[config.mk]
export PLATFORM = sky130hd
export DESIGN_NAME = met_upd
export DESIGN_NICKNAME = d
export VERILOG_FILES = /design/src/rtl/met_upd.sv
export SDC_FILE = /design/constraint.sdc
export NUM_CORES = 1
export LEC_CHECK = 0
export BUFFER_PORTS_ARGS = -buffer_cell sky130_fd_sc_hd__buf_2
export CELL_PAD_IN_SITES_DETAIL_PLACEMENT = 0
export CELL_PAD_IN_SITES_GLOBAL_PLACEMENT = 1
export CORE_ASPECT_RATIO = 1.2
export CORE_MARGIN = 2
export CORE_UTILIZATION = 38
export CTS_CLUSTER_DIAMETER = 60
export DETAILED_ROUTE_END_ITERATION = 10
export PLACE_DENSITY_LB_ADDON = 0.25
export SLEW_MARGIN = 5
export SYNTH_ARGS = -nofsm -noshare
export SYNTH_HDL_FRONTEND = slang
export SYNTH_SLANG_ARGS = --single-unit
[constraint.sdc]
create_clock -name clk -period 5.42 [get_ports clk]
set_clock_uncertainty 0.1 [all_clocks]
set_input_delay 0 -clock clk [delete_from_list [all_inputs] [get_ports clk]]
set_output_delay 0 -clock clk [all_outputs]
set_load 0.03 [all_outputs]
[src/rtl/met_upd.sv]
// Update stages: shifted sums plus c, then clamp to the coordinate range.
`timescale 1ns / 1ps
`default_nettype none
module met_upd #(
    parameter int COORD_WIDTH   = 32,
    parameter int FRACTION_BITS = 28
) (
    input  wire                            clk,
    input  wire signed [2*COORD_WIDTH-1:0] rr,
    input  wire signed [2*COORD_WIDTH-1:0] ii,
    input  wire signed [2*COORD_WIDTH-1:0] ri,
    input  wire signed [COORD_WIDTH-1:0]   cr,
    input  wire signed [COORD_WIDTH-1:0]   ci,
    output logic signed [COORD_WIDTH-1:0]  zr,
    output logic signed [COORD_WIDTH-1:0]  zi,
    output logic                           clamped
);

    localparam int PW = 2 * COORD_WIDTH + 2;

    localparam logic signed [PW-1:0] MAXC =
        PW'({1'b0, {(COORD_WIDTH-1){1'b1}}});
    localparam logic signed [PW-1:0] MINC =
        -MAXC - PW'(1);

    logic signed [PW-1:0] dr;
    logic signed [PW-1:0] di;
    logic signed [PW-1:0] pr_next;
    logic signed [PW-1:0] pi_next;
    logic signed [PW-1:0] pr_reg;
    logic signed [PW-1:0] pi_reg;
    logic                 sat_r;
    logic                 sat_i;
    logic signed [COORD_WIDTH-1:0] zr_reg;
    logic signed [COORD_WIDTH-1:0] zi_reg;
    logic                 clamped_reg;

    always_comb
    begin
        dr = PW'(rr) - PW'(ii);
        di = PW'(ri) + PW'(ri);
        pr_next = (dr >>> FRACTION_BITS) + PW'(cr);
        pi_next = (di >>> FRACTION_BITS) + PW'(ci);
        sat_r = (pr_reg > MAXC) || (pr_reg < MINC);
        sat_i = (pi_reg > MAXC) || (pi_reg < MINC);
    end

    always_ff @(posedge clk)
    begin
        pr_reg <= pr_next;
        pi_reg <= pi_next;
        if (pr_reg > MAXC)
        begin
            zr_reg <= MAXC[COORD_WIDTH-1:0];
        end
        else if (pr_reg < MINC)
        begin
            zr_reg <= MINC[COORD_WIDTH-1:0];
        end
        else
        begin
            zr_reg <= pr_reg[COORD_WIDTH-1:0];
        end
        if (pi_reg > MAXC)
        begin
            zi_reg <= MAXC[COORD_WIDTH-1:0];
        end
        else if (pi_reg < MINC)
        begin
            zi_reg <= MINC[COORD_WIDTH-1:0];
        end
        else
        begin
            zi_reg <= pi_reg[COORD_WIDTH-1:0];
        end
        clamped_reg <= sat_r | sat_i;
    end

    assign zr = zr_reg;
    assign zi = zi_reg;
    assign clamped = clamped_reg;

endmodule
`default_nettype wire

==> impl_metrics.ini <==
[timing]
tightest_slew_ns = 1.03
hold_viol_final = 0
slew_violations = 0
setup_violations = 0
fin_crit_sh = 0.853
setup-tns-final_ns = 0
layout_min_cycle_time_ns = 4.62
slew_headroom = 0.301
rsz0062_at_grt = no
max_freq_mhz = 216

[setup_path]
r2r_slack_ns = 3.91
critPathCaptureType = flop
cp.required_ns = 5.68
rr_endpoint = clamped
critical_path_arrival_ns = 4.89
r2r_cells = 5
worstSetupPathType = primary input to flop
crit_path_start = rr[6]
path_max_fanout = 5
startpoint_type = primary input
worstReg2RegStart = pi_reg[36]
cp-endpoint = pr_reg[23]

[cts]
clk_pin_slew_ns = 0.07
cts_sinks = 141
worstSkewPairLatency_ns = 0.42
cts_buffers = 17
clock_path_buffers = 2
cts_tree = done
h-tree-depth = 4
root_buffer = clkbuf_16
cts_setup_buffers = 0

[drt]
post_drt_wl_per_cell_um = 14.4
firstDrtPassIters = 5
ant_nets = 0
routed_wl_um = 27500
drt_iter0_drc = 372
num_vias = 9645
drc = 0
vias_per_cell = 5.04

[layout]
area.growth.synth_to_final_pct = 34.9
multi_input_area_um2 = 6730
n_fill_cell = 2557
layout_commonest_cell = buf_2
fin_nets = 1959
layout_common_cells = buf_2, dfxtp_1, ha_1
ff_latch_area_um2 = 2820
drive_gt1_frac = 0.229
final_core_util = 0.518

[pwr]
comb_power_share = 0.444
p_switching_mw = 1.77
total_power_mw = 4.64
p_seq_frac = 0.322
p_int_mw = 2.86
p_per_area_nw_per_um2 = 343
vdd_drop_max_v = 0.000242
p_leak_nw = 6.76
clkPwrFrac = 0.234
p_sw_frac = 0.382

[yosys]
ys_async_sr_fraction = 0
synthTopCellsByArea = dfxtp_1, ha_1, a21o_1
yosysTopAreaCellShare = 0.282
yosysTopAreaCell = dfxtp_1
synth_edf_count = 0
ys_ff_latch = 141
yosys_warnings = 0
ys.flop_type = dfxtp_1
synth_seq_area_share = 0.282
synth.distinct_cells = 73
syn_area_um2 = 10000
syn_nets = 1557
synth.avg_cell_area_um2 = 8.63
synth_cells = 1161

[floorplanning]
start_util = 0.384
die_x_um = 152
die_y_um = 182
rows = 65
dieArea_um2 = 27700
ios = 322
core_um2 = 26100

[global_routing]
grt_pass1_wl_um = 45400
antenna_found_initial = 2
grt.total_usage = 0.197
gr-total-overflow = 0
grt_max_degree = 33
grt_pass1_vias = 9663

[flow_run]
maxCapViolCount = 0

[run_status]
status = finished, final reports clean

[placed_design]
place.port_buffers = 294
gp_congestion = 0.866
hpwl_um = 22300

[min_path]
holdCritPathClass = primary input to flop
worst min path at each step:
stage            from          to  depth (start not counted)
6_report       ci[21]  pi_reg[21]                          4
3_5_place_dp    ci[0]   pi_reg[0]                          2
3_3_place_gp    ci[0]   pi_reg[0]                          2
5_1_grt        cr[26]  pr_reg[26]                          3
4_1_cts        ci[21]  pi_reg[21]                          4
2_1_floorplan   ci[0]   pi_reg[0]                          1
routing by layer:
metal	share of wire	GRT usage	vias up
li1	-	-	5014
met1	0.43	0.227	4328
met2	0.50	0.364	264
met3	0.050	0.0346	39
met4	0.020	0.0688	0
met5	0	0	-
synthesized netlist by cell type, drive strengths merged, types with 5 or more instances:
cell type / number
nand2b: 14
a31oi: 18
nand4: 19
o211ai: 6
and4: 7
xor2: 30
nand2: 55
nor2: 42
and3: 14
nand3: 31
o31a: 5
dfxtp: 141
and2: 6
clkbuf: 25
a221oi: 8
nor2b: 17
ha: 137
inv: 104
a211oi: 11
o21ai: 52
a21oi: 115
o21a: 10
o21bai: 21
a21o: 132
nor3: 14
xnor2: 70
through the flow:
step,setup slack [ns],area (µm²),instances,hold slack [ns]
after global routing,0.542,13500,1913,0.0329
after global placement,0.555,11900,1771,0.117
after CTS,0.807,13500,1911,0.000291
final,0.795,13500,1913,0.0143
after floorplan,1.30,10000,1161,0.0203
after detailed placement,0.445,11900,1771,0.123
logic make-up after synthesis:
group           Yosys count  share of synthesized area
simple gates            234                      0.122
compound gates          417                      0.284
fa+ha+maj               139                      0.175
mux                       1                   0.000999
xor+xnor                100                     0.0874
buf+inv                 129                     0.0483
flops                   141                      0.282
power by group through the flow:
stage,clock (mW),sequential (mW),combinational (mW)
after floorplan,0,1.78,1.13
after global placement,0,1.51,1.94
after detailed placement,0,1.52,1.95
after CTS,1.11,1.50,2.07
after global routing,1.16,1.53,2.27
final,1.08,1.49,2.06
critical path: stages:
cell and delay, ns:
buf_2 0.10, ha_1 0.32, nand4_1 0.09, o22a_1 0.24
a2111oi_0 0.52, o21ai_1 0.18, o21ai_1 0.21, buf_4 0.17
a21o_1 0.18, o21a_1 0.12, nor2_1 0.04, xnor2_1 0.12
ha_1 0.34, a2111oi_0 0.46, buf_4 0.20, o211ai_1 0.08
o21ai_1 0.29, a21oi_2 0.15, a21o_1 0.19, a21oi_1 0.17
xnor2_1 0.13, dlygate4sd3_1 0.56
repair_timing:
item                                   4_1_cts  5_1_grt
hold buffers                               108        0
endpoints found under the hold margin       65        0
setup endpoints to repair                    0        0
resized for setup                            0        0
cell type report:
cell class / count / area share
diodes: 2 / 0.000370
clock buffers: 17 / 0.0315
clock inverters: 15 / 0.00954
inverters: 104 / 0.0289
multi-input cells: 891 / 0.498
flip-flops and latches: 141 / 0.209
well taps: 335 / 0.0310
repair buffers: 408 / 0.192
(Power assumes the default switching activity.)
